===== src/hdl/jtl_pkg.sv =====
package jtl_pkg;

  // result kinds
  localparam logic [3:0] KIND_LBRACE = 4'd0;
  localparam logic [3:0] KIND_RBRACE = 4'd1;
  localparam logic [3:0] KIND_LBRACK = 4'd2;
  localparam logic [3:0] KIND_RBRACK = 4'd3;
  localparam logic [3:0] KIND_COLON  = 4'd4;
  localparam logic [3:0] KIND_COMMA  = 4'd5;
  localparam logic [3:0] KIND_STRING = 4'd6;
  localparam logic [3:0] KIND_NUMBER = 4'd7;
  localparam logic [3:0] KIND_ERROR  = 4'd9;
  localparam logic [3:0] KIND_END    = 4'd10;

  // error codes
  localparam logic [1:0] ERR_NONE       = 2'd0;
  localparam logic [1:0] ERR_OPEN_STR   = 2'd1;
  localparam logic [1:0] ERR_SECOND_DOT = 2'd2;
  localparam logic [1:0] ERR_BAD_BYTE   = 2'd3;

  // depth of the command queue between front and back
  localparam int unsigned QUEUE_DEPTH = 2;

  typedef struct packed {
    logic [3:0] kind;
    logic [7:0] char_byte;
    logic       has_char;
    logic       token_end;
    logic       number_float;
    logic [1:0] error_code;
    logic       run_last;
  } res_t;

  // one request's results: first always valid, second when pair is set
  typedef struct packed {
    logic pair;
    res_t r0;
    res_t r1;
  } cmd_t;

endpackage


===== src/hdl/jtl_front.sv =====
module jtl_front import jtl_pkg::*; (
  input  logic       clk_i,
  input  logic       rst_ni,
  input  logic       accept_i,
  input  logic [7:0] data_byte_i,
  input  logic       end_of_input_i,
  output logic       cmd_push_o,
  output cmd_t       cmd_o
);

  localparam logic [1:0] MODE_IDLE = 2'd0;
  localparam logic [1:0] MODE_STR  = 2'd1;
  localparam logic [1:0] MODE_NUM  = 2'd2;
  localparam logic [1:0] MODE_ERR  = 2'd3;

  localparam logic [7:0] CH_LBRACE = 8'h7B;
  localparam logic [7:0] CH_RBRACE = 8'h7D;
  localparam logic [7:0] CH_LBRACK = 8'h5B;
  localparam logic [7:0] CH_RBRACK = 8'h5D;
  localparam logic [7:0] CH_COLON  = 8'h3A;
  localparam logic [7:0] CH_COMMA  = 8'h2C;
  localparam logic [7:0] CH_QUOTE  = 8'h22;
  localparam logic [7:0] CH_DOT    = 8'h2E;
  localparam logic [7:0] CH_SPACE  = 8'h20;
  localparam logic [7:0] CH_TAB    = 8'h09;
  localparam logic [7:0] CH_NL     = 8'h0A;
  localparam logic [7:0] DIGIT_LO  = 8'd47;
  localparam logic [7:0] DIGIT_HI  = 8'd58;

  logic [1:0] mode_q, mode_d;
  logic [7:0] held_byte_q, held_byte_d;
  logic       held_valid_q, held_valid_d;
  logic       dot_seen_q, dot_seen_d;

  logic [1:0] cnt;
  logic       go_idle;
  logic       is_digit;
  logic       is_punct;
  logic [3:0] punct_kind;
  res_t       rr [2];

  function automatic res_t mk(logic [3:0] kind, logic [7:0] ch, logic has,
                              logic tend, logic flt, logic [1:0] err);
    res_t r;
    r.kind         = kind;
    r.char_byte    = ch;
    r.has_char     = has;
    r.token_end    = tend;
    r.number_float = flt;
    r.error_code   = err;
    r.run_last     = 1'b0;
    return r;
  endfunction

  assign is_digit = (data_byte_i > DIGIT_LO) && (data_byte_i < DIGIT_HI);

  always_comb begin
    is_punct   = 1'b1;
    punct_kind = KIND_LBRACE;
    unique case (data_byte_i)
      CH_LBRACE: punct_kind = KIND_LBRACE;
      CH_RBRACE: punct_kind = KIND_RBRACE;
      CH_LBRACK: punct_kind = KIND_LBRACK;
      CH_RBRACK: punct_kind = KIND_RBRACK;
      CH_COLON:  punct_kind = KIND_COLON;
      CH_COMMA:  punct_kind = KIND_COMMA;
      default:   is_punct   = 1'b0;
    endcase
  end

  always_comb begin
    mode_d       = mode_q;
    held_byte_d  = held_byte_q;
    held_valid_d = held_valid_q;
    dot_seen_d   = dot_seen_q;
    cnt          = 2'd0;
    go_idle      = 1'b0;
    rr[0]        = '0;
    rr[1]        = '0;

    if (end_of_input_i) begin
      if (mode_q == MODE_STR) begin
        rr[0] = mk(KIND_ERROR, 8'h00, 1'b0, 1'b1, 1'b0, ERR_OPEN_STR);
        cnt   = 2'd1;
      end else if (mode_q == MODE_NUM && held_valid_q) begin
        rr[0] = mk(KIND_NUMBER, held_byte_q, 1'b1, 1'b1, dot_seen_q, ERR_NONE);
        cnt   = 2'd1;
      end
      rr[cnt[0]]   = mk(KIND_END, 8'h00, 1'b0, 1'b1, 1'b0, ERR_NONE);
      cnt          = cnt + 2'd1;
      mode_d       = MODE_IDLE;
      held_byte_d  = 8'h00;
      held_valid_d = 1'b0;
      dot_seen_d   = 1'b0;
    end else begin
      unique case (mode_q)
        MODE_STR: begin
          if (data_byte_i == CH_QUOTE) begin
            rr[0] = mk(KIND_STRING, held_valid_q ? held_byte_q : 8'h00, held_valid_q,
                       1'b1, 1'b0, ERR_NONE);
            cnt          = 2'd1;
            mode_d       = MODE_IDLE;
            held_valid_d = 1'b0;
            held_byte_d  = 8'h00;
          end else begin
            if (held_valid_q) begin
              rr[0] = mk(KIND_STRING, held_byte_q, 1'b1, 1'b0, 1'b0, ERR_NONE);
              cnt   = 2'd1;
            end
            held_byte_d  = data_byte_i;
            held_valid_d = 1'b1;
          end
        end
        MODE_NUM: begin
          if (is_digit || (data_byte_i == CH_DOT && !dot_seen_q)) begin
            if (held_valid_q) begin
              rr[0] = mk(KIND_NUMBER, held_byte_q, 1'b1, 1'b0, dot_seen_q, ERR_NONE);
              cnt   = 2'd1;
            end
            if (data_byte_i == CH_DOT) dot_seen_d = 1'b1;
            held_byte_d  = data_byte_i;
            held_valid_d = 1'b1;
          end else if (data_byte_i == CH_DOT) begin
            rr[0]        = mk(KIND_ERROR, 8'h00, 1'b0, 1'b1, 1'b0, ERR_SECOND_DOT);
            cnt          = 2'd1;
            mode_d       = MODE_ERR;
            held_valid_d = 1'b0;
            held_byte_d  = 8'h00;
            dot_seen_d   = 1'b0;
          end else begin
            // number closed by another byte, which is then lexed from idle
            if (held_valid_q) begin
              rr[0] = mk(KIND_NUMBER, held_byte_q, 1'b1, 1'b1, dot_seen_q, ERR_NONE);
              cnt   = 2'd1;
            end
            mode_d       = MODE_IDLE;
            held_valid_d = 1'b0;
            held_byte_d  = 8'h00;
            dot_seen_d   = 1'b0;
            go_idle      = 1'b1;
          end
        end
        MODE_IDLE: go_idle = 1'b1;
        MODE_ERR: ;
      endcase

      if (go_idle) begin
        priority if (is_punct) begin
          rr[cnt[0]] = mk(punct_kind, 8'h00, 1'b0, 1'b1, 1'b0, ERR_NONE);
          cnt        = cnt + 2'd1;
        end else if (data_byte_i == CH_QUOTE) begin
          mode_d       = MODE_STR;
          held_valid_d = 1'b0;
          held_byte_d  = 8'h00;
        end else if (is_digit) begin
          mode_d       = MODE_NUM;
          held_byte_d  = data_byte_i;
          held_valid_d = 1'b1;
          dot_seen_d   = 1'b0;
        end else if (data_byte_i == CH_SPACE || data_byte_i == CH_TAB
                     || data_byte_i == CH_NL) begin
          // whitespace skipped
        end else begin
          rr[cnt[0]]   = mk(KIND_ERROR, 8'h00, 1'b0, 1'b1, 1'b0, ERR_BAD_BYTE);
          cnt          = cnt + 2'd1;
          mode_d       = MODE_ERR;
          held_valid_d = 1'b0;
          held_byte_d  = 8'h00;
          dot_seen_d   = 1'b0;
        end
      end
    end

    if (cnt == 2'd2) rr[1].run_last = 1'b1;
    else if (cnt == 2'd1) rr[0].run_last = 1'b1;
  end

  assign cmd_push_o = accept_i && (cnt != 2'd0);
  assign cmd_o.pair = (cnt == 2'd2);
  assign cmd_o.r0   = rr[0];
  assign cmd_o.r1   = rr[1];

  always_ff @(posedge clk_i or negedge rst_ni) begin
    if (!rst_ni) begin
      mode_q       <= MODE_IDLE;
      held_byte_q  <= 8'h00;
      held_valid_q <= 1'b0;
      dot_seen_q   <= 1'b0;
    end else if (accept_i) begin
      mode_q       <= mode_d;
      held_byte_q  <= held_byte_d;
      held_valid_q <= held_valid_d;
      dot_seen_q   <= dot_seen_d;
    end
  end

endmodule


===== src/hdl/jtl_queue.sv =====
module jtl_queue import jtl_pkg::*; #(
  parameter int unsigned DEPTH = QUEUE_DEPTH
) (
  input  logic clk_i,
  input  logic rst_ni,
  input  logic push_i,
  input  cmd_t wdata_i,
  output logic full_o,
  input  logic pop_i,
  output logic empty_o,
  output cmd_t rdata_o
);

  localparam int unsigned PW = (DEPTH > 1) ? $clog2(DEPTH) : 1;
  localparam int unsigned CW = $clog2(DEPTH + 1);
  localparam logic [PW-1:0] LAST = PW'(DEPTH - 1);

  cmd_t          mem_q [DEPTH];
  logic [PW-1:0] wr_ptr_q, rd_ptr_q;
  logic [CW-1:0] count_q;
  logic          do_push, do_pop;

  assign full_o  = (count_q == CW'(DEPTH));
  assign empty_o = (count_q == '0);
  assign do_push = push_i && !full_o;
  assign do_pop  = pop_i && !empty_o;
  assign rdata_o = mem_q[rd_ptr_q];

  always_ff @(posedge clk_i) begin
    if (do_push) mem_q[wr_ptr_q] <= wdata_i;
  end

  always_ff @(posedge clk_i or negedge rst_ni) begin
    if (!rst_ni) begin
      wr_ptr_q <= '0;
      rd_ptr_q <= '0;
      count_q  <= '0;
    end else begin
      if (do_push) wr_ptr_q <= (wr_ptr_q == LAST) ? '0 : wr_ptr_q + 1'b1;
      if (do_pop)  rd_ptr_q <= (rd_ptr_q == LAST) ? '0 : rd_ptr_q + 1'b1;
      if (do_push && !do_pop) count_q <= count_q + 1'b1;
      else if (do_pop && !do_push) count_q <= count_q - 1'b1;
    end
  end

endmodule


===== src/hdl/jtl_back.sv =====
module jtl_back import jtl_pkg::*; (
  input  logic clk_i,
  input  logic rst_ni,
  input  logic cmd_valid_i,
  input  cmd_t cmd_i,
  output logic cmd_pop_o,
  input  logic pop_i,
  output logic empty_o,
  output res_t res_o
);

  logic out_valid_q, out_valid_d;
  logic sec_valid_q, sec_valid_d;
  res_t out_q, out_d;
  res_t sec_q, sec_d;
  logic slot_free;

  assign slot_free = !out_valid_q || pop_i;

  always_comb begin
    out_valid_d = out_valid_q;
    sec_valid_d = sec_valid_q;
    out_d       = out_q;
    sec_d       = sec_q;
    cmd_pop_o   = 1'b0;
    if (slot_free) begin
      if (sec_valid_q) begin
        out_d       = sec_q;
        out_valid_d = 1'b1;
        sec_valid_d = 1'b0;
      end else if (cmd_valid_i) begin
        out_d       = cmd_i.r0;
        out_valid_d = 1'b1;
        cmd_pop_o   = 1'b1;
        sec_d       = cmd_i.r1;
        sec_valid_d = cmd_i.pair;
      end else begin
        out_valid_d = 1'b0;
      end
    end
  end

  always_ff @(posedge clk_i) begin
    out_q <= out_d;
    sec_q <= sec_d;
  end

  always_ff @(posedge clk_i or negedge rst_ni) begin
    if (!rst_ni) begin
      out_valid_q <= 1'b0;
      sec_valid_q <= 1'b0;
    end else begin
      out_valid_q <= out_valid_d;
      sec_valid_q <= sec_valid_d;
    end
  end

  assign empty_o = !out_valid_q;
  assign res_o   = out_q;

endmodule


===== src/hdl/json_token_lexer.sv =====
// channel  | direction | handshake    | payload
// ---------+-----------+--------------+-----------------------------------------------
// input    | in        | push / full  | data_byte_i, end_of_input_i
// result   | out       | empty / pop  | kind_o, char_byte_o, has_char_o, token_end_o,
//          |           |              | number_float_o, error_code_o, run_last_o
//
// one input request is taken per cycle while full is low; the lexer state advances
// at that edge, its results enter the command queue, and the first one goes on from
// the queue head into the result register when nothing is ahead of it
// a request with two results holds the result register for both of them in turn; with
// one-result requests right behind it the two-entry command queue fills and full
// rises for one cycle; reset clears lexer state, queue and result register
// stalls on pop back up through the result register and queue to full
module json_token_lexer import jtl_pkg::*; #(
  parameter int unsigned QDEPTH = QUEUE_DEPTH
) (
  input  logic       clk_i,
  input  logic       rst_ni,
  // input side
  input  logic       push,
  output logic       full,
  input  logic [7:0] data_byte_i,
  input  logic       end_of_input_i,
  // result side
  output logic       empty,
  input  logic       pop,
  output logic [3:0] kind_o,
  output logic [7:0] char_byte_o,
  output logic       has_char_o,
  output logic       token_end_o,
  output logic       number_float_o,
  output logic [1:0] error_code_o,
  output logic       run_last_o
);

  logic accept;
  logic cmd_push;
  cmd_t cmd_in;
  logic q_empty;
  cmd_t q_head;
  logic q_pop;
  res_t res;

  // a request is taken whenever the queue has room
  assign accept = push && !full;

  // front: classifies each byte, tracks string/number/error mode and the held byte,
  // and builds the zero, one or two results that the byte causes
  jtl_front u_front (
    .clk_i          (clk_i),
    .rst_ni         (rst_ni),
    .accept_i       (accept),
    .data_byte_i    (data_byte_i),
    .end_of_input_i (end_of_input_i),
    .cmd_push_o     (cmd_push),
    .cmd_o          (cmd_in)
  );

  // short queue decouples the front from result-side stalls
  jtl_queue #(
    .DEPTH (QDEPTH)
  ) u_queue (
    .clk_i   (clk_i),
    .rst_ni  (rst_ni),
    .push_i  (cmd_push),
    .wdata_i (cmd_in),
    .full_o  (full),
    .pop_i   (q_pop),
    .empty_o (q_empty),
    .rdata_o (q_head)
  );

  // back: splits a two-result entry into single results in a registered output
  jtl_back u_back (
    .clk_i       (clk_i),
    .rst_ni      (rst_ni),
    .cmd_valid_i (!q_empty),
    .cmd_i       (q_head),
    .cmd_pop_o   (q_pop),
    .pop_i       (pop),
    .empty_o     (empty),
    .res_o       (res)
  );

  assign kind_o         = res.kind;
  assign char_byte_o    = res.char_byte;
  assign has_char_o     = res.has_char;
  assign token_end_o    = res.token_end;
  assign number_float_o = res.number_float;
  assign error_code_o   = res.error_code;
  assign run_last_o     = res.run_last;

  // error code is set exactly on error results
  a_err_code: assert property (@(posedge clk_i) disable iff (!rst_ni)
    !empty |-> ((error_code_o != ERR_NONE) == (kind_o == KIND_ERROR)))
    else $error("error code and kind disagree");

  // only string and number results carry a content byte
  a_has_char: assert property (@(posedge clk_i) disable iff (!rst_ni)
    (!empty && has_char_o) |-> (kind_o == KIND_STRING || kind_o == KIND_NUMBER))
    else $error("content byte on a non-content result");

  // float flag only on number results
  a_float: assert property (@(posedge clk_i) disable iff (!rst_ni)
    (!empty && number_float_o) |-> (kind_o == KIND_NUMBER))
    else $error("float flag on a non-number result");

  // the end marker always closes its request and its token
  a_end_last: assert property (@(posedge clk_i) disable iff (!rst_ni)
    (!empty && kind_o == KIND_END) |-> (run_last_o && token_end_o))
    else $error("end result not last of its request");

endmodule

===== config.mk =====
export PLATFORM = sky130hd
export DESIGN_NAME = json_token_lexer
export DESIGN_NICKNAME = d
export VERILOG_FILES = /design/src/hdl/jtl_pkg.sv /design/src/hdl/jtl_front.sv /design/src/hdl/jtl_queue.sv /design/src/hdl/jtl_back.sv /design/src/hdl/json_token_lexer.sv
export SDC_FILE = /design/constraint.sdc
export NUM_CORES = 1
export LEC_CHECK = 0
export ABC_AREA = 1
export ABC_CLOCK_PERIOD_IN_PS = 4400
export BUFFER_PORTS_ARGS = -buffer_cell sky130_fd_sc_hd__buf_4
export CAP_MARGIN = 0
export CORE_MARGIN = 1.5
export CORE_UTILIZATION = 60
export DETAILED_ROUTE_END_ITERATION = 12
export MAX_ROUTING_LAYER = met4
export PLACE_DENSITY = 0.79
export SLEW_MARGIN = 10
export SYNTH_ARGS = -nofsm -noshare
export SYNTH_HDL_FRONTEND = slang
export SYNTH_SLANG_ARGS = --single-unit
export TNS_END_PERCENT = 50

===== constraint.sdc =====
create_clock -name clk_i -period 4.4 [get_ports clk_i]
set_input_delay 0.88 -clock clk_i [delete_from_list [all_inputs] [get_ports clk_i]]
set_output_delay 0.88 -clock clk_i [all_outputs]
set_load 0.05 [all_outputs]

==> results of run 1 <==
## layout make-up
cell class	count	area, µm²
Sequential cell	93	2700
Fill cell	555	2160
Multi-Input combinational cell	299	1600
Timing Repair Buffer	37	278
Inverter	56	210
Clock buffer	9	124
Tap cell	99	124
Clock inverter	7	97.6
## critical path: stages
cell,delay [ns]
sky130_fd_sc_hd__buf_4,0.11
sky130_fd_sc_hd__inv_1,0.09
sky130_fd_sc_hd__nand2_1,0.10
sky130_fd_sc_hd__nor2_2,0.16
sky130_fd_sc_hd__nand2_2,0.14
sky130_fd_sc_hd__nand2_2,0.09
sky130_fd_sc_hd__nand3_2,0.11
sky130_fd_sc_hd__nand3_4,0.17
sky130_fd_sc_hd__inv_1,0.07
sky130_fd_sc_hd__ha_1,0.28
sky130_fd_sc_hd__nand2_1,0.06
sky130_fd_sc_hd__nand3_1,0.09
sky130_fd_sc_hd__nor2_2,0.16
sky130_fd_sc_hd__nor2_4,0.06
sky130_fd_sc_hd__nand2_2,0.07
sky130_fd_sc_hd__nand2_2,0.07
sky130_fd_sc_hd__nor2_2,0.38
sky130_fd_sc_hd__buf_4,0.34
## path summary, 6_finish.rpt
path,to,slack [ns],startpoint,cells past startpoint
min in group clk_i,u_queue.wr_ptr_q$_DFFE_PN0P_,0.50,u_queue.wr_ptr_q$_DFFE_PN0P_,2
hold / removal,u_front.held_byte_q[2]$_DFFE_PN0P_,0.39,rst_ni,1
hold reg to reg,u_queue.wr_ptr_q$_DFFE_PN0P_,0.50,u_queue.wr_ptr_q$_DFFE_PN0P_,2
max in group asynchronous,u_front.held_byte_q[6]$_DFFE_PN0P_,3.80,rst_ni,1
setup reg to reg,u_queue.mem_q[1][20]$_DFFE_PP_,1.07,u_front.mode_q[0]$_DFFE_PN0P_,16
setup / recovery,u_queue.mem_q[1][20]$_DFFE_PP_,1.0,data_byte_i[7],18
## registers in the layout, summed over array words and instances (netlist names)
register,flops
u_back.out_valid_q,1
u_front.held_byte_q,8
u_back.res_o,18
u_queue.count_q,2
u_front.mode_q,2
u_front.dot_seen_q,1
u_queue.wr_ptr_q,1
u_queue.rd_ptr_q,1
u_back.sec_q,7
u_queue.mem_q,50
u_front.held_valid_q,1
u_back.sec_valid_q,1
## Yosys cell counts
cell                         n  share of area [%]
sky130_fd_sc_hd__a21oi_1    28                3.1
sky130_fd_sc_hd__a22oi_1     1               0.16
sky130_fd_sc_hd__buf_1       1              0.082
sky130_fd_sc_hd__buf_2       1               0.11
sky130_fd_sc_hd__clkbuf_1   10               0.82
sky130_fd_sc_hd__dfrtp_1    18                9.9
sky130_fd_sc_hd__edfxtp_1   75                 49
sky130_fd_sc_hd__ha_1        7                1.9
sky130_fd_sc_hd__inv_1      48                4.0
sky130_fd_sc_hd__inv_2       8               0.66
sky130_fd_sc_hd__mux2i_1     1               0.22
sky130_fd_sc_hd__nand2_1    78                6.4
sky130_fd_sc_hd__nand2_2     8                1.1
sky130_fd_sc_hd__nand2_4     5                1.2
sky130_fd_sc_hd__nand3_1    14                1.5
sky130_fd_sc_hd__nand3_2     3               0.66
sky130_fd_sc_hd__nand3_4     3                1.2
sky130_fd_sc_hd__nand4_1     3               0.41
sky130_fd_sc_hd__nand4_2     1               0.27
sky130_fd_sc_hd__nor2_1     61                5.0
sky130_fd_sc_hd__nor2_2     11                1.5
sky130_fd_sc_hd__nor2_4      5                1.2
sky130_fd_sc_hd__nor3_1      6               0.66
sky130_fd_sc_hd__nor3_2      1               0.22
sky130_fd_sc_hd__o2111ai_1   2               0.38
sky130_fd_sc_hd__o211ai_1    3               0.49
sky130_fd_sc_hd__o21ai_0    38                4.2
sky130_fd_sc_hd__o21ai_1     5               0.55
sky130_fd_sc_hd__o21ai_2     3               0.58
sky130_fd_sc_hd__o21ai_4     1               0.36
sky130_fd_sc_hd__o22ai_1     7               0.96
sky130_fd_sc_hd__or2_1       1               0.14
sky130_fd_sc_hd__xnor2_1     1               0.19
sky130_fd_sc_hd__xor2_1      2               0.38
## cells by family (layout without fill, tap and decap cells)
group,count (synthesis),after routing
and+or+nand+nor,200,200
buffers and inverters,68,109
muxes,1,1
AOI/OAI and AO/OA,88,88
xor gates and xnor gates,3,3
adders and majority gates,7,7
DFF,93,93
## routing by layer
metal | global-route usage, % | routed length [µm] | share of wire [%] | vias to the layer above
li1 | - | - | - | 1619
met1 | 31.9 | 4010 | 44 | 1547
met2 | 37.6 | 4340 | 47 | 130
met3 | 5.16 | 568 | 6.2 | 22
met4 | 11.4 | 230 | 2.5 | 0
met5 | - | 0 | 0 | -
## power by group through the flow
stage	clock, mW	combinational [mW]	sequential [mW]
finish	0.622	1.48	1.50
global route	0.664	1.62	1.53
CTS	0.630	1.48	1.50
detailed placement	0	1.47	1.52
global placement	0	1.45	1.50
floorplan	0	0.803	1.77
## per-stage QoR
stage                     total power [mW]  utilization [%]  instance area (µm²)
after CTS                             3.60             70.4                 5130
after global routing                  3.81             70.4                 5130
after detailed placement              2.98             67.4                 4910
after global placement                2.95             67.4                 4910
final                                 3.60             70.4                 5130
after floorplan                       2.57                -                 4560
==> impl_summary.txt, run 1 <==
----------------------------------------------------
[Clock tree]
  Post-CTS Repair Setup Buffers ... 0
  Hold-fix buffers, CTS ... 0
  Clock transition time at the flip-flop clock pins of the worst setup and hold paths ... 0.09 ns
  H-tree levels ... 3
  Worst skew pair latency ... 0.35 ns
  CTS tree ... yes
  Clock root buffer ... sky130_fd_sc_hd__clkbuf_8
  Number of CTS-inserted buffers ... 9
  Clock tree buffer depth ... 2
  Post-cts repair resize count ... 0
  Clock Sinks ... 93

[STA]
  Setup repair after global routing missed its margin ... false
  Hold Slack ... a little under 0.4 ns
  Post-route setup TNS ... 0 ns
  Setup violators final ... 0
  Fin crit period ... between 3 and 4 ns
  Peak Freq ... just under 300 MHz
  Slew HR ... 42.6%
  Fin worst setup slack ... between 0.9 and 1 ns
  Post-route clock skew ... between 0.01 and 0.015 ns
  Slew Viols, Final ... 0
  Number of hold-slack violations in the final timing report ... 0
  Transition time of the tightest slew-check pin ... around 0.85 ns
  Part of the cycle the worst path needs ... 77.4%

[Pwr]
  PwrDens ... 701 nW/µm²
  Fraction of power spent switching nets ... 41.6%
  Static leakage ... roughly 2.2 nW
  Int Pwr ... 2.10 mW
  Fraction of power consumed by the clock network ... about 17%
  Reg power frac ... 41.6%
  Worst IR Drop VDD ... 0.373 mV
  Total net switching power ... 1.50 mW
  Combinational cell fraction of total power ... 41.2%

[Die]
  Starting density of the core ... 62.5%
  Core ar. ... 7290 µm²
  Die Span X ... 90.1 µm
  Placement Rows ... 31
  Die Span Y ... between 90 and 100 µm
  Area enclosed by the die boundary ... 8120 µm²
  Top-level port count ... 33

[Global route]
  Number of antenna violations at the first check in global routing ... 0
  Via count of the first global-routing pass ... 3110
  Total global-route track usage ... between 20% and 30%
  Overall overflow remaining after global route ... 0
  Wire length of the first global-routing pass ... 15100 µm
  Pin count of the biggest net entering global routing ... 28

[Finish]
  Antenna fix cells ... 0
  Most frequent standard cell in the layout excluding fill and tap cells ... sky130_fd_sc_hd__nand2_1
  Non-filler instance count after layout ... 600
  Count of nets after finishing ... around 520
  Layout cell share with drive strength beyond 1 ... 20.4%
  Area delta synth->final ... 12.7%
  Leading cell types in the layout, fill and taps excluded ... sky130_fd_sc_hd__nand2_1, sky130_fd_sc_hd__edfxtp_1, sky130_fd_sc_hd__nor2_1

[Yosys]
  Mean area per synthesized cell ... 9.90 µm²
  Post-Syn Instances ... 460
  Register area share after synthesis ... 59.3%
  Synth Area in Adders ... under 10%
  Xor and xnor fraction of the mapped netlist area ... 0.577%
  Number of flip-flops and latches in the synthesized netlist ... 93
  Count of distinct cell types in the synthesized netlist ... 34
  Post-synthesis mux area share ... 0.220%
  Warnings, synthesis ... 0
  Synthesized netlist net count ... 480
  Synth Area in Simple Gates ... between 20% and 30%
  Total standard cell area after synthesis ... about 4600 µm²
  Combinational family with the most area after synthesis ... simple AND/OR/NAND/NOR gates
  Fraction of the mapped netlist area in compound gates ... 10.7%

[Routing]
  Remaining design rule violation count ... 0
  Initial drt markers ... about 220
  DRT Pass-1 Iters ... 5
  Total detailed-routing wirelength ... around 9100 µm
  Number of nets with antenna violations after detailed routing ... 0
  Average wire per cell in the routed design ... 15.2 µm
  Via density per instance ... about 5.5
  Total via count in the routed design ... about 3300

[Worst setup path]
  Crit Path Max Fanout ... 16
  Critical path arrival ... 3.45 ns
  Kind of end point of the critical path ... flip-flop
  Data required time at the worst endpoint ... about 4.4 ns
  CP startpoint kind ... input pin
  Critical setup path kind ... input pin to flip-flop

[Placed design]
  Worst slack at placement ... 0.654 ns
  HPWL after detailed placement ... 6630 µm
  Count of buffers inserted at the top-level ports ... 32
  Final RePlAce weighted congestion ... approximately 0.94
  Total instance count after detailed placement ... 584

[Job]
  MaxCap Viol Count ... 0

[Hold path]
  Hold WC Path Type ... input pin to asynchronous set/reset pin

[Outcome]
  Result of the run ... complete, no violations

----------------------------------------------------
No activity file was read; power rests on OpenSTA's default activity.
==> run 2: changes to the inputs <==
--- a/config.mk
+++ b/config.mk
@@ -6,14 +6,14 @@
 export NUM_CORES = 1
 export LEC_CHECK = 0
 export ABC_AREA = 1
-export ABC_CLOCK_PERIOD_IN_PS = 4400
+export ABC_CLOCK_PERIOD_IN_PS = 3100
 export BUFFER_PORTS_ARGS = -buffer_cell sky130_fd_sc_hd__buf_4
 export CAP_MARGIN = 0
 export CORE_MARGIN = 1.5
-export CORE_UTILIZATION = 60
+export CORE_UTILIZATION = 54
 export DETAILED_ROUTE_END_ITERATION = 12
 export MAX_ROUTING_LAYER = met4
-export PLACE_DENSITY = 0.79
+export PLACE_DENSITY = 0.75
 export SLEW_MARGIN = 10
 export SYNTH_ARGS = -nofsm -noshare
 export SYNTH_HDL_FRONTEND = slang
==> constraint.sdc (replaced) <==
create_clock -name clk_i -period 3.1 [get_ports clk_i]
set_input_delay 0.62 -clock clk_i [delete_from_list [all_inputs] [get_ports clk_i]]
set_output_delay 0.62 -clock clk_i [all_outputs]
set_load 0.05 [all_outputs]
==> run 2 against run 1 <==
Effect of this change:
- global-route usage fell by 0.38 points
- die area rose by 11%
- sequential power rose by 39%
- via count rose by 2.7%
- sequential share of layout area fell by 1.4 points
- clock skew rose by 0.0035 ns
- clock-buffer cell count rose by 1
- clock power rose by 44%
- worst setup slack got worse by 0.76 ns
- final area rose by 2.7%
- largest power group is now combinational cells
- non-clock buffer count rose by 12
- critical path type is now flip-flop to flip-flop
==> impl_summary.txt, run 2 (synthesis gave the netlist of run 1 again) <==
----------------------------------------------------
[Outcome]
  Result of the run ... complete, no violations

[Pwr]
  Total Power Consumption ... 5.25 mW (+46%)
  PwrDens ... 996 nW/µm² (+42%)
  Static leakage ... 2.24 nW (+3.0%)
  Worst IR Drop VDD ... 0.361 mV (-3.1%)

[STA]
  Hold Slack ... 0.122 ns (-0.265 ns)
  Transition time of the tightest slew-check pin ... 0.717 ns (-0.135 ns)
  Part of the cycle the worst path needs ... between 90 and 100%
  Number of hold-slack violations in the final timing report ... 0 (unchanged)
  Peak Freq ... 349 MHz
  Fin worst setup slack ... 0.232 ns (-0.763 ns)
  Setup repair after global routing missed its margin ... false
  Post-route setup TNS ... 0 ns (unchanged)
  Setup violators final ... 0 (unchanged)
  Fin crit period ... 2.87 ns
  Slew HR ... 51.7% (+9.1 points)
  Post-route clock skew ... 0.0136 ns (+0.00350 ns)
  Slew Viols, Final ... 0 (unchanged)

[Die]
  Area enclosed by the die boundary ... 9000 µm² (+11%)
  Starting density of the core ... 55.7% (-6.8 points)
  Die Span Y ... 94.9 µm (+5.2%)
  Placement Rows ... 33 (+6.5%)
  Die Span X ... 94.9 µm (+5.2%)
  Core ar. ... 8180 µm² (+12%)
  Top-level port count ... 33 (unchanged)

[Clock tree]
  CTS tree ... yes
  H-tree levels ... 3 (unchanged)
  Hold-fix buffers, CTS ... 0 (unchanged)
  Clock tree buffer depth ... 2 (unchanged)
  Clock Sinks ... 93 (unchanged)
  Clock root buffer ... sky130_fd_sc_hd__clkbuf_8
  Clock transition time at the flip-flop clock pins of the worst setup and hold paths ... 0.10 ns (about the same)
  Worst skew pair latency ... 0.36 ns (about the same)
  Number of CTS-inserted buffers ... 9 (unchanged)

[Finish]
  Most frequent standard cell in the layout excluding fill and tap cells ... sky130_fd_sc_hd__nand2_1
  Layout cell share with drive strength beyond 1 ... 22.4% (+2.1 points)
  Share of the core filled with cells ... 64.5% (-5.9 points)
  Non-filler instance count after layout ... 618 (+3.0%)
  Count of nets after finishing ... 528 (+2.3%)
  Number of flip-flops in the largest register ... 50 (unchanged)
  Leading cell types in the layout, fill and taps excluded ... sky130_fd_sc_hd__nand2_1, sky130_fd_sc_hd__edfxtp_1, sky130_fd_sc_hd__nor2_1
  Combined area of the multi-input logic cells ... 1620 µm² (+1.1%)
  Area occupied by registers ... 2700 µm² (unchanged)
  Antenna fix cells ... 0 (unchanged)
  Final cell area excluding filler cells ... 5280 µm² (+2.7%)
  Area delta synth->final ... 15.8%
  Final-layout fill cell count ... 660 (+19%)
  Register with the highest flop count ... u_queue.mem_q

[Global route]
  Wire length of the first global-routing pass ... 15800 µm (+4.5%)
  Number of antenna violations at the first check in global routing ... 0 (unchanged)
  Met2 track utilization from global routing ... 39.6% (+2.0 points)
  Via count of the first global-routing pass ... 3253 (+4.6%)
  Overall overflow remaining after global route ... 0 (unchanged)
  Met3 track demand over resource in global routing ... 4.75% (-0.41 points)
  Total global-route track usage ... 24.3% (-0.38 points)
  Top Usage Layer GRT ... met2
  Pin count of the biggest net entering global routing ... 28 (unchanged)
  Met1 routing resource usage after global routing ... 29.9% (-2.0 points)

[Worst setup path]
  Data required time at the worst endpoint ... 3.34 ns (-1.10 ns)
  CP startpoint kind ... flip-flop
  Crit Path Max Fanout ... 6 (-10)
  Critical setup path kind ... flip-flop to flip-flop
  Kind of end point of the critical path ... flip-flop
  Critical path arrival ... 3.10 ns (-0.35 ns)

[Placed design]
  Final RePlAce weighted congestion ... 0.975 (+3.6%)
  HPWL after detailed placement ... 7100 µm (+7.2%)
  Total instance count after detailed placement ... 601 (+2.9%)
  Worst slack at placement ... 0.0198 ns (-0.634 ns)
  Dpl cell area ... 5030 µm² (+2.4%)
  Count of buffers inserted at the top-level ports ... 32 (unchanged)

[Routing]
  Total detailed-routing wirelength ... 9640 µm (+5.4%)
  Total via count in the routed design ... 3407 (+2.7%)
  Average wire per cell in the routed design ... 15.6 µm (+2.3%)
  Remaining design rule violation count ... 0 (unchanged)
  Initial drt markers ... 190 (-13%)
  Number of nets with antenna violations after detailed routing ... 0 (unchanged)
  Via density per instance ... 5.51 (-0.31%)
  DRT Pass-1 Iters ... 5 (unchanged)

[Hold path]
  Hold WC Path Type ... input pin to asynchronous set/reset pin

[Job]
  MaxCap Viol Count ... 0 (unchanged)

----------------------------------------------------
## run 2: path summary, 6_finish.rpt
kind	endpoint	cells past startpoint	start	slack, ns
worst min register to register	u_queue.wr_ptr_q$_DFFE_PN0P_	2	u_queue.wr_ptr_q$_DFFE_PN0P_	0.50
worst min-delay path	u_front.dot_seen_q$_DFFE_PN0P_	1	rst_ni	0.12
max in group asynchronous	u_back.out_valid_q$_DFFE_PN0P_	1	rst_ni	2.75
min in group clk_i	u_queue.wr_ptr_q$_DFFE_PN0P_	2	u_queue.wr_ptr_q$_DFFE_PN0P_	0.50
worst max-delay path	u_queue.count_q[1]$_DFFE_PN0P_	19	u_front.mode_q[0]$_DFFE_PN0P_	0.23
worst max register to register	u_queue.count_q[1]$_DFFE_PN0P_	19	u_front.mode_q[0]$_DFFE_PN0P_	0.23
## run 2: cell type report
cell class,instances,area share [%]
flip-flops and latches,93,51.2
multi-input cells,299,30.6
repair buffers,49,7.45
inverters,56,3.98
well taps,105,2.49
clock buffers,10,2.42
clock inverters,6,1.78
## run 2: per-layer routing
layer  share of wire, %  up-vias  wire length [µm]
met2                 50      129              4800
met4                2.5        0               244
met5                  0        -                 0
met3                5.9       22               569
met1                 42     1618              4030
li1                   -     1638                 -
## run 2: where the power goes
part / internal [mW] / switching [mW] / total (mW)
clock: 0.462 / 0.432 / 0.894
combinational: 0.678 / 1.61 / 2.28
sequential: 1.93 / 0.148 / 2.08
total: 3.07 / 2.19 / 5.25
## run 2: repair_timing
item | CTS | global route
setup endpoints to repair | 0 | 1
buffers inserted | 0 | 1
gates resized for setup | 0 | 1
## run 2: critical path, cell delays in order (launching register included)
cell,delay (ns)
sky130_fd_sc_hd__dfrtp_1,0.38
sky130_fd_sc_hd__inv_1,0.12
sky130_fd_sc_hd__ha_4,0.30
sky130_fd_sc_hd__nand2_1,0.05
sky130_fd_sc_hd__inv_1,0.11
sky130_fd_sc_hd__nand4_2,0.15
sky130_fd_sc_hd__nand3_4,0.12
sky130_fd_sc_hd__inv_1,0.07
sky130_fd_sc_hd__ha_1,0.27
sky130_fd_sc_hd__nand2_1,0.05
sky130_fd_sc_hd__nand3_1,0.09
sky130_fd_sc_hd__nor2_2,0.05
sky130_fd_sc_hd__nor2_4,0.13
sky130_fd_sc_hd__nand2_2,0.07
sky130_fd_sc_hd__nand2_2,0.06
sky130_fd_sc_hd__inv_1,0.05
sky130_fd_sc_hd__ha_1,0.30
sky130_fd_sc_hd__a21oi_1,0.11
sky130_fd_sc_hd__o21ai_0,0.11
sky130_fd_sc_hd__xor2_1,0.15
